`src/rtl/srp_pkg.sv`:
```
`timescale 1ns / 1ps
// ----------------------------------------------------------------------------
// srp_pkg: shared types and constants for the trapezoid ramp planner
// Ramp period table, item kinds and the status bundle of one step.
// ----------------------------------------------------------------------------
package srp_pkg;

  localparam int TABLE_DEPTH  = 40;
  localparam int RAMP_ENTRIES = 40;
  localparam int POS_W        = 32;
  localparam int PERIOD_W     = 10;

  localparam logic KIND_PLAN = 1'b0;
  localparam logic KIND_TICK = 1'b1;

  typedef struct packed {
    logic stepped;
    logic direction;
    logic busy;
  } srp_status_t;

  // Step period for each ramp index, slowest first
  function automatic logic [PERIOD_W-1:0] ramp_period(input logic [5:0] i);
    logic [PERIOD_W-1:0] p;
    case (i)
      6'd0:  p = 10'd909;
      6'd1:  p = 10'd885;
      6'd2:  p = 10'd855;
      6'd3:  p = 10'd820;
      6'd4:  p = 10'd781;
      6'd5:  p = 10'd735;
      6'd6:  p = 10'd685;
      6'd7:  p = 10'd633;
      6'd8:  p = 10'd575;
      6'd9:  p = 10'd515;
      6'd10: p = 10'd457;
      6'd11: p = 10'd402;
      6'd12: p = 10'd348;
      6'd13: p = 10'd301;
      6'd14: p = 10'd259;
      6'd15: p = 10'd223;
      6'd16: p = 10'd192;
      6'd17: p = 10'd166;
      6'd18: p = 10'd145;
      6'd19: p = 10'd127;
      6'd20: p = 10'd113;
      6'd21: p = 10'd102;
      6'd22: p = 10'd93;
      6'd23: p = 10'd86;
      6'd24: p = 10'd80;
      6'd25: p = 10'd76;
      6'd26: p = 10'd72;
      6'd27: p = 10'd70;
      6'd28: p = 10'd68;
      6'd29: p = 10'd66;
      6'd30: p = 10'd65;
      6'd31: p = 10'd64;
      6'd32: p = 10'd63;
      6'd33: p = 10'd62;
      6'd34: p = 10'd62;
      6'd35: p = 10'd61;
      6'd36: p = 10'd61;
      6'd37: p = 10'd61;
      6'd38: p = 10'd61;
      default: p = 10'd60;
    endcase
    return p;
  endfunction

endpackage

```
`src/rtl/srp_engine.sv`:
```
`timescale 1ns / 1ps
// ----------------------------------------------------------------------------
// srp_engine: motion state and four-stage ramp sequencer
// Plans brake, accelerate, cruise and decelerate stages on a plan item and
// advances the first active stage by one step on a tick item.
// ----------------------------------------------------------------------------
module srp_engine #(
  parameter int TABLE_DEPTH = srp_pkg::TABLE_DEPTH,
  parameter int IDX_W       = $clog2(TABLE_DEPTH) + 1
) (
  input  logic                                 clk,
  input  logic                                 rst,
  input  logic                                 plan_en,
  input  logic                                 tick_en,
  input  logic        [srp_pkg::POS_W-1:0]     target,
  output srp_pkg::srp_status_t                 status,
  output logic signed [IDX_W-1:0]              speed_index,
  output logic        [srp_pkg::PERIOD_W-1:0]  step_period,
  output logic        [srp_pkg::POS_W-1:0]     position
);

  localparam int NSTAGE    = 4;
  localparam int ST_BRAKE  = 0;
  localparam int ST_UP     = 1;
  localparam int ST_CRUISE = 2;
  localparam int ST_DOWN   = 3;
  localparam int WIDE_W    = srp_pkg::POS_W + 2;

  localparam logic signed [IDX_W-1:0] IMAX      = IDX_W'(TABLE_DEPTH - 1);
  localparam logic signed [IDX_W-1:0] IDX_ZERO  = '0;
  localparam logic signed [IDX_W:0]   E_ONE     = (IDX_W+1)'(1);
  localparam logic signed [IDX_W:0]   E_M_ONE   = -(IDX_W+1)'(1);
  localparam logic signed [IDX_W:0]   E_IMAX    = (IDX_W+1)'(TABLE_DEPTH - 1);
  localparam logic signed [WIDE_W-1:0] W_IMAX   = WIDE_W'(TABLE_DEPTH - 1);
  localparam logic signed [WIDE_W-1:0] W_CRUISE = WIDE_W'(2 * (TABLE_DEPTH - 1));

  // Clamp an index into -1 .. top of table
  function automatic logic signed [IDX_W-1:0] hold(input logic signed [IDX_W:0] v);
    logic signed [IDX_W-1:0] r;
    if (v < E_M_ONE) begin
      r = -IDX_W'(1);
    end else if (v > E_IMAX) begin
      r = IMAX;
    end else begin
      r = v[IDX_W-1:0];
    end
    return r;
  endfunction

  function automatic logic signed [IDX_W:0] ext(input logic signed [IDX_W-1:0] v);
    return {v[IDX_W-1], v};
  endfunction

  logic [srp_pkg::POS_W-1:0]    pos;
  logic                         cur_dir;
  logic signed [IDX_W-1:0]      sidx;
  logic [NSTAGE-1:0]            active;
  logic [NSTAGE-1:0]            st_dir;
  logic signed [IDX_W-1:0]      st_idx  [NSTAGE];
  logic signed [IDX_W-1:0]      st_goal [NSTAGE];
  logic [srp_pkg::POS_W-1:0]    cruise_left;

  logic [srp_pkg::POS_W-1:0]    pos_next;
  logic                         cur_dir_next;
  logic signed [IDX_W-1:0]      sidx_next;
  logic [NSTAGE-1:0]            active_next;
  logic [NSTAGE-1:0]            st_dir_next;
  logic signed [IDX_W-1:0]      st_idx_next  [NSTAGE];
  logic signed [IDX_W-1:0]      st_goal_next [NSTAGE];
  logic [srp_pkg::POS_W-1:0]    cruise_left_next;

  // ---------------------------------------------------------------- tick
  logic [1:0]                   found;
  logic                         any_active;
  logic                         f_dir;
  logic signed [IDX_W-1:0]      f_idx;
  logic signed [IDX_W-1:0]      f_goal;
  logic [NSTAGE-1:0]            t_active;
  logic signed [IDX_W-1:0]      t_idx;
  logic [srp_pkg::POS_W-1:0]    t_left;

  always_comb begin
    found = 2'(ST_DOWN);
    if (active[ST_BRAKE]) begin
      found = 2'(ST_BRAKE);
    end else if (active[ST_UP]) begin
      found = 2'(ST_UP);
    end else if (active[ST_CRUISE]) begin
      found = 2'(ST_CRUISE);
    end
  end

  assign any_active = |active;
  assign f_dir      = st_dir[found];
  assign f_idx      = st_idx[found];
  assign f_goal     = st_goal[found];

  always_comb begin
    t_active = active;
    t_idx    = f_idx;
    t_left   = cruise_left;
    if (any_active) begin
      case (found)
        2'(ST_UP): begin
          if (f_goal > f_idx) begin
            t_idx = hold(ext(f_idx) + E_ONE);
          end else begin
            t_active[found] = 1'b0;
          end
        end
        2'(ST_CRUISE): begin
          if (cruise_left > 32'd1) begin
            t_left = cruise_left - 32'd1;
          end else begin
            t_active[found] = 1'b0;
          end
        end
        default: begin
          if (f_goal < f_idx) begin
            t_idx = hold(ext(f_idx) - E_ONE);
          end else begin
            t_active[found] = 1'b0;
          end
        end
      endcase
    end
  end

  // ---------------------------------------------------------------- plan
  logic [srp_pkg::POS_W-1:0]    diff;
  logic [srp_pkg::POS_W-1:0]    ndiff;
  logic                         fwd;
  logic signed [WIDE_W-1:0]     dist_w;
  logic signed [WIDE_W-1:0]     sidx_w;
  logic signed [WIDE_W-1:0]     total;
  logic signed [WIDE_W-1:0]     half;
  logic signed [WIDE_W-1:0]     left_w;
  logic                         brake_on;
  logic                         up_on;
  logic                         cruise_on;
  logic                         down_on;
  logic signed [IDX_W-1:0]      goal0, idx0, goal1, idx1, goal3, idx3;

  // Both differences in parallel; the sign of the first picks the magnitude
  assign diff   = target - pos;
  assign ndiff  = pos - target;
  assign fwd    = ~diff[srp_pkg::POS_W-1];
  assign dist_w = fwd ? WIDE_W'({1'b0, diff}) : WIDE_W'({1'b0, ndiff});
  assign sidx_w = WIDE_W'(sidx);
  assign total  = dist_w + sidx_w;
  // total never drops below -1, so halving toward zero is a shift
  assign half   = total[WIDE_W-1] ? '0 : (total >>> 1);
  assign left_w = total - W_CRUISE;

  always_comb begin
    brake_on = ((fwd == cur_dir) && (sidx_w > dist_w)) ||
               ((fwd != cur_dir) && (sidx != IDX_ZERO));
    goal0    = brake_on ? IDX_ZERO : sidx;
    idx0     = brake_on ? hold(ext(sidx) - E_ONE) : sidx;

    up_on    = half > WIDE_W'(goal0);
    goal1    = goal0;
    if (up_on) begin
      goal1 = (half >= W_IMAX) ? IMAX : half[IDX_W-1:0];
    end
    idx1     = up_on ? hold(ext(goal0) + E_ONE) : goal0;

    cruise_on = (goal1 == IMAX);

    down_on  = (total != '0);
    goal3    = down_on ? IDX_ZERO : goal1;
    idx3     = down_on ? hold(ext(goal1) - E_ONE) : goal1;
  end

  // ---------------------------------------------------------------- next
  always_comb begin
    pos_next         = pos;
    cur_dir_next     = cur_dir;
    sidx_next        = sidx;
    active_next      = active;
    st_dir_next      = st_dir;
    st_idx_next      = st_idx;
    st_goal_next     = st_goal;
    cruise_left_next = cruise_left;
    if (plan_en) begin
      active_next                = {down_on, cruise_on, up_on, brake_on};
      st_dir_next                = {fwd, fwd, fwd, cur_dir};
      st_idx_next[ST_BRAKE]      = idx0;
      st_goal_next[ST_BRAKE]     = goal0;
      st_idx_next[ST_UP]         = idx1;
      st_goal_next[ST_UP]        = goal1;
      st_idx_next[ST_CRUISE]     = goal1;
      st_goal_next[ST_CRUISE]    = goal1;
      st_idx_next[ST_DOWN]       = idx3;
      st_goal_next[ST_DOWN]      = goal3;
      cruise_left_next           = left_w[srp_pkg::POS_W-1:0];
    end else if (tick_en && any_active) begin
      active_next         = t_active;
      st_idx_next[found]  = t_idx;
      cruise_left_next    = t_left;
      pos_next            = f_dir ? pos + 32'd1 : pos - 32'd1;
      cur_dir_next        = f_dir;
      sidx_next           = f_idx;
    end
  end

  always_ff @(posedge clk) begin
    if (rst) begin
      pos         <= '0;
      cur_dir     <= 1'b1;
      sidx        <= '0;
      active      <= '0;
      st_dir      <= '0;
      cruise_left <= '0;
      for (int s = 0; s < NSTAGE; s++) begin
        st_idx[s]  <= '0;
        st_goal[s] <= '0;
      end
    end else begin
      pos         <= pos_next;
      cur_dir     <= cur_dir_next;
      sidx        <= sidx_next;
      active      <= active_next;
      st_dir      <= st_dir_next;
      st_idx      <= st_idx_next;
      st_goal     <= st_goal_next;
      cruise_left <= cruise_left_next;
    end
  end

  // ---------------------------------------------------------------- result
  logic signed [15:0] ix;

  assign ix = 16'(sidx_next);

  always_comb begin
    if (ix < 16'sd0) begin
      step_period = srp_pkg::ramp_period(6'd0);
    end else if (ix >= 16'(srp_pkg::RAMP_ENTRIES)) begin
      step_period = srp_pkg::ramp_period(6'(srp_pkg::RAMP_ENTRIES - 1));
    end else begin
      step_period = srp_pkg::ramp_period(ix[5:0]);
    end
  end

  assign status.stepped   = any_active;
  assign status.direction = cur_dir_next;
  assign status.busy      = |active_next;
  assign speed_index      = sidx_next;
  assign position         = pos_next;

endmodule

```
`src/rtl/stepper_trapezoid_ramp_planner.sv`:
```
`timescale 1ns / 1ps
// ----------------------------------------------------------------------------
// stepper_trapezoid_ramp_planner: trapezoidal speed ramp for a stepper drive
// Takes plan and tick beats, keeps the motion state, returns one step report
// per tick.
// ----------------------------------------------------------------------------
// Usage:
//   Slave side: s_tuser selects the item (0 plans a move to the absolute
//   position in s_tdata, 1 is a step tick). A plan replaces any stages in
//   flight and replans from the present position, direction and speed.
//   Master side: one beat per tick carrying the step report; plans give none.
//   Path: an accepted tick waits in the input register and is processed
//   as its report is written. Throughput: one item per cycle unless a
//   tick waits on a stalled report; the whole plan or step is one register
//   to register pass through the sequencer.
//   Stall: while a report waits on m_tready, a pending tick holds in the
//   input register; plans still pass since they make no report.
//   Reset: position 0, direction forward, speed index 0, no stage active,
//   both registers empty.
// ----------------------------------------------------------------------------
module stepper_trapezoid_ramp_planner #(
  parameter int TABLE_DEPTH = srp_pkg::TABLE_DEPTH,
  parameter int IDX_W       = $clog2(TABLE_DEPTH) + 1,
  parameter int OUT_W       = ((45 + IDX_W + 7) / 8) * 8
) (
  input  logic             clk,
  input  logic             rst,
  input  logic             s_tvalid,
  output logic             s_tready,
  input  logic [31:0]      s_tdata,   // target_position
  input  logic             s_tuser,   // kind
  output logic             m_tvalid,
  input  logic             m_tready,
  // stepped, direction, speed_index, step_period, position, busy_res, zero pad
  output logic [OUT_W-1:0] m_tdata
);

  localparam int PAD_W = OUT_W - (45 + IDX_W);

  logic                          in_valid;
  logic                          in_kind;
  logic [srp_pkg::POS_W-1:0]     in_target;
  logic                          out_free;
  logic                          advance;
  logic                          plan_en;
  logic                          tick_en;

  srp_pkg::srp_status_t          eng_status;
  logic signed [IDX_W-1:0]       eng_speed_index;
  logic [srp_pkg::PERIOD_W-1:0]  eng_period;
  logic [srp_pkg::POS_W-1:0]     eng_position;

  srp_pkg::srp_status_t          out_status;
  logic signed [IDX_W-1:0]       out_speed_index;
  logic [srp_pkg::PERIOD_W-1:0]  out_period;
  logic [srp_pkg::POS_W-1:0]     out_position;

  assign out_free = ~m_tvalid | m_tready;
  assign advance  = in_valid & ((in_kind == srp_pkg::KIND_PLAN) | out_free);
  assign plan_en  = advance & (in_kind == srp_pkg::KIND_PLAN);
  assign tick_en  = advance & (in_kind == srp_pkg::KIND_TICK);
  assign s_tready = ~in_valid | advance;

  // Input register
  always_ff @(posedge clk) begin
    if (rst) begin
      in_valid <= 1'b0;
    end else if (s_tvalid && s_tready) begin
      in_valid <= 1'b1;
    end else if (advance) begin
      in_valid <= 1'b0;
    end
  end

  always_ff @(posedge clk) begin
    if (s_tvalid && s_tready) begin
      in_kind   <= s_tuser;
      in_target <= s_tdata;
    end
  end

  srp_engine #(
    .TABLE_DEPTH (TABLE_DEPTH),
    .IDX_W       (IDX_W)
  ) u_engine (
    .clk         (clk),
    .rst         (rst),
    .plan_en     (plan_en),
    .tick_en     (tick_en),
    .target      (in_target),
    .status      (eng_status),
    .speed_index (eng_speed_index),
    .step_period (eng_period),
    .position    (eng_position)
  );

  // Result register
  always_ff @(posedge clk) begin
    if (rst) begin
      m_tvalid <= 1'b0;
    end else if (tick_en) begin
      m_tvalid <= 1'b1;
    end else if (m_tready) begin
      m_tvalid <= 1'b0;
    end
  end

  always_ff @(posedge clk) begin
    if (tick_en) begin
      out_status      <= eng_status;
      out_speed_index <= eng_speed_index;
      out_period      <= eng_period;
      out_position    <= eng_position;
    end
  end

  assign m_tdata = {PAD_W'(0), out_status.busy, out_position, out_period,
                    out_speed_index, out_status.direction, out_status.stepped};

  // A tick only moves into the result register when the slot is free
  a_tick_needs_slot: assert property (@(posedge clk) disable iff (rst)
    tick_en |-> out_free)
    else $error("tick processed while report stalled");

  // A tick that issues no step leaves no stage running
  a_idle_tick_not_busy: assert property (@(posedge clk) disable iff (rst)
    (tick_en && !eng_status.stepped) |-> !eng_status.busy)
    else $error("idle tick reports busy");

  // A held item keeps its payload until it is processed
  a_input_holds: assert property (@(posedge clk) disable iff (rst)
    (in_valid && !advance) |=> (in_valid && $stable(in_target) && $stable(in_kind)))
    else $error("pending item lost or changed");

  // A plan never disturbs a report that is still waiting
  a_plan_keeps_report: assert property (@(posedge clk) disable iff (rst)
    (plan_en && m_tvalid && !m_tready) |=> (m_tvalid && $stable(m_tdata)))
    else $error("plan disturbed a stalled report");

endmodule
```
`config.mk`:
```
export PLATFORM = sky130hd
export DESIGN_NAME = stepper_trapezoid_ramp_planner
export DESIGN_NICKNAME = d
export VERILOG_FILES = /design/src/rtl/srp_pkg.sv /design/src/rtl/srp_engine.sv /design/src/rtl/stepper_trapezoid_ramp_planner.sv
export SDC_FILE = /design/constraint.sdc
export NUM_CORES = 1
export LEC_CHECK = 0
export BUFFER_PORTS_ARGS = -buffer_cell sky130_fd_sc_hd__buf_2
export CORE_MARGIN = 1
export CORE_UTILIZATION = 60
export CTS_CLUSTER_DIAMETER = 50
export DETAILED_ROUTE_END_ITERATION = 8
export PLACE_DENSITY_LB_ADDON = 0.08
export SYNTH_ARGS = -nofsm -noshare
export SYNTH_HDL_FRONTEND = slang
export SYNTH_SLANG_ARGS = --single-unit
```
`constraint.sdc`:
```
create_clock -name clk -period 12.6 [get_ports clk]
set_input_delay 1.89 -clock clk [delete_from_list [all_inputs] [get_ports clk]]
set_output_delay 1.89 -clock clk [all_outputs]
set_load 0.005 [all_outputs]
```
==> out/metrics.yaml <==
grt:
  grt_pass1_wl_um: 92300
  antenna_found_initial: 0
  grt_pass1_vias: 17800
  grt_use_total_pct: 33.5
  grt_max_degree: 88
  grt_overflow: 0
synthesis:
  post_synth_num_cell_types: 98
  syn_area_um2: 20100
  synth_edf_count: 85
  synth-main-ff-cell: "dfxtp_1"
  netlist_instances: 2602
  ys_ff_latch: 214
  syn_avg_cell_area_um2: 7.73
  async_flop_share_pct: 0
  yosys_warnings: 0
  yosysSeqAreaShare_pct: 25.5
floorplan:
  die_w_um: 185
  rows: 66
  core_um2: 32800
  die_y_um: 185
  ios: 95
  start_util_pct: 61.4
  dieArea_um2: 34300
placement:
  port-buffer-count: 90
  placed_area_um2: 20900
  dp_worst_setup_slack_ns: 1.00
  place_hpwl_um: 44000
  gp_congestion: 0.959
power:
  leakage_nw: 9.34
  p_per_area_nw_per_um2: 130
  power_mw: 2.83
  vdd_drop_max_v: 0.000117
route:
  firstDrtPassIters: 7
  drt-initial-drc-count: 1636
  ant_nets: 0
  routed_wl_um: 58300
  routedWlPerCell_um: 18.9
  dr_total_vias: 19200
  avgViaCountPerCell: 6.21
  drc: 0
flow_run:
  drv_cap: 0
sta:
  hold_viol_final: 0
  setup_ws_ns: 0.972
  tns_ns: 0
  grt_setup_unrepaired: "false"
  worst_pin_slew_ns: 1.03
  relSlewSlack_pct: 31.1
  fin_skew_ns: 0.0102
  fmax_ghz: 0.0860
  post-route-min-period_ns: 11.63
  slew_viol_final: 0
  setup_violations: 0
  period_share_pct: 92.3
setup_path:
  cpPeakStageDelay_ns: 0.55
  critical_path_class: "reg2reg"
  startpoint_type: "register"
  slowest_stage: "a2111oi_0"
  cp.required_ns: 13.08
  path_common_cell: "ha_1"
  ff2ff_path_depth: 43
  end_kind: "register"
  crit_fanout: 35
  cp_data_arrival_time_ns: 12.11
layout:
  syn2layout_area_growth_pct: 8.35
  final_util_pct: 66.5
  final_nets: 2883
  multi_input_comb_area_um2: 13900
  final-seq-area_um2: 5140
  insertedDiodeCount: 0
  layout-drive-gt1-share_pct: 8.59
  fin_area_um2: 21800
  fillers: 2876
hold_path:
  hold-path-cell-count: 2
  worstHoldPathType: "reg2reg"
clocking:
  cts_resized: 0
  post_cts_buffers: 0
  clkTransAtPathRegs_ns: 0.06
  clock_latency_ns: 0.58
  numClockSinks: 214
  cts_made_buffers: 28
  htreeDepth: 1
  cts_root_buffer: "clkbuf_16"
  cts.path.max_buffers: 3
  tritoncts: "yes"
  cts_hold_buf: 0
status:
  status: "completed"
[layout make-up]
| cell class | count | area share, % |
|---|---|---|
| clock buffers | 34 | 3.51 |
| clock inverters | 17 | 0.740 |
| inverters | 170 | 2.93 |
| multi-input cells | 2096 | 63.9 |
| flip-flops and latches | 214 | 23.6 |
| well taps | 442 | 2.54 |
| repair buffers | 113 | 2.87 |
[cells in the mapped netlist, drive strengths merged (17+ instances only)]
cell type / number / area [um^2]
or3: 27 / 179
xor2: 60 / 526
nor3: 68 / 352
nand4: 33 / 213
a21oi: 225 / 1140
o211ai: 17 / 128
and3: 22 / 138
inv: 168 / 631
nand2b: 24 / 150
a21o: 78 / 586
nand3: 82 / 410
nor2b: 63 / 394
nor2: 282 / 1060
edfxtp: 85 / 2550
o21ai: 167 / 840
nor4: 25 / 163
clkbuf: 90 / 339
or2: 20 / 125
xnor2: 89 / 780
nand2: 228 / 856
o21a: 21 / 158
a31oi: 35 / 225
dfxtp: 129 / 2580
and2: 17 / 106
buf: 35 / 165
mux2i: 25 / 250
ha: 219 / 2740
o21bai: 29 / 218
a211oi: 45 / 348
[metal layers]
metal	routed length [um]	global-route usage (%)
met2	26900	55.7
met5	0	0
met4	1670	11.6
met1	26300	45.6
met3	3440	2.79
[stage by stage]
| step | hold slack, ns | cells |
|---|---|---|
| 2_1_floorplan | 0.432 | 2605 |
| 3_3_place_gp | 0.443 | 3035 |
| 3_5_place_dp | 0.454 | 3035 |
| 4_1_cts | 0.463 | 3086 |
| 5_1_grt | 0.479 | 3086 |
| 6_report | 0.462 | 3086 |
[cells by family (layout without fill, tap and decap cells)]
kind of cell | after synthesis | after routing | synth area share, %
multiplexers | 30 | 30 | 1.52
AND/OR/NAND/NOR | 919 | 919 | 21.7
other | 1 | 4 | 0.0186
AO/OA/AOI/OAI | 770 | 770 | 25.0
buffers and inverters | 295 | 334 | 5.68
adder cells (fa/ha/maj) | 224 | 224 | 14.1
XOR/XNOR | 149 | 149 | 6.49
flip-flops | 214 | 214 | 25.5
[worst paths after layout]
path                                            from                    to  slack, ns
worst min-delay path            u_engine.st_goal[15]  u_engine.st_goal[15]       0.46
worst max-delay path                   in_target[22]    u_engine.st_idx[4]       0.97
worst min register to register  u_engine.st_goal[15]  u_engine.st_goal[15]       0.46
worst max register to register         in_target[22]    u_engine.st_idx[4]       0.97
[layout by cell type (no fill, tap or decap), types with 62 or more instances in the layout]
cell | netlist | final
a21o_1 | 78 | 78
a21oi_1 | 222 | 222
buf_2 | 15 | 89
dfxtp_1 | 129 | 128
edfxtp_1 | 85 | 85
ha_1 | 219 | 219
inv_1 | 165 | 164
nand2_1 | 228 | 228
nand3_1 | 82 | 82
nor2_1 | 282 | 281
nor2b_1 | 63 | 62
nor3_1 | 67 | 67
o21ai_0 | 160 | 159
xnor2_1 | 89 | 88
[worst max-delay path: cells and delay by family, from the launching register on]
family	cells	cell delay, ns
xor gates and xnor gates	2	0.47
and+or+nand+nor	10	2.05
adders and majority gates	4	1.40
buffers and inverters	3	0.69
DFF	1	0.35
AOI/OAI and AO/OA	24	6.58
[registers in the layout, summed over array words and instances (netlist names), 2 cells and up]
register              cells
u_engine.st_dir           2
u_engine.sidx             7
out_period               10
u_engine.active           4
m_tdata                   3
u_engine.st_goal         21
u_engine.cruise_left     32
u_engine.pos             32
u_engine.st_idx          28
out_position             32
out_speed_index           7
in_target                32
[power breakdown]
| group | switching [mW] | internal (mW) |
|---|---|---|
| Sequential | 0.0252 | 0.757 |
| Clock | 0.339 | 0.443 |
| Combinational | 0.812 | 0.452 |
| Total | 1.18 | 1.65 |
Power figures use the tool's default switching activity.
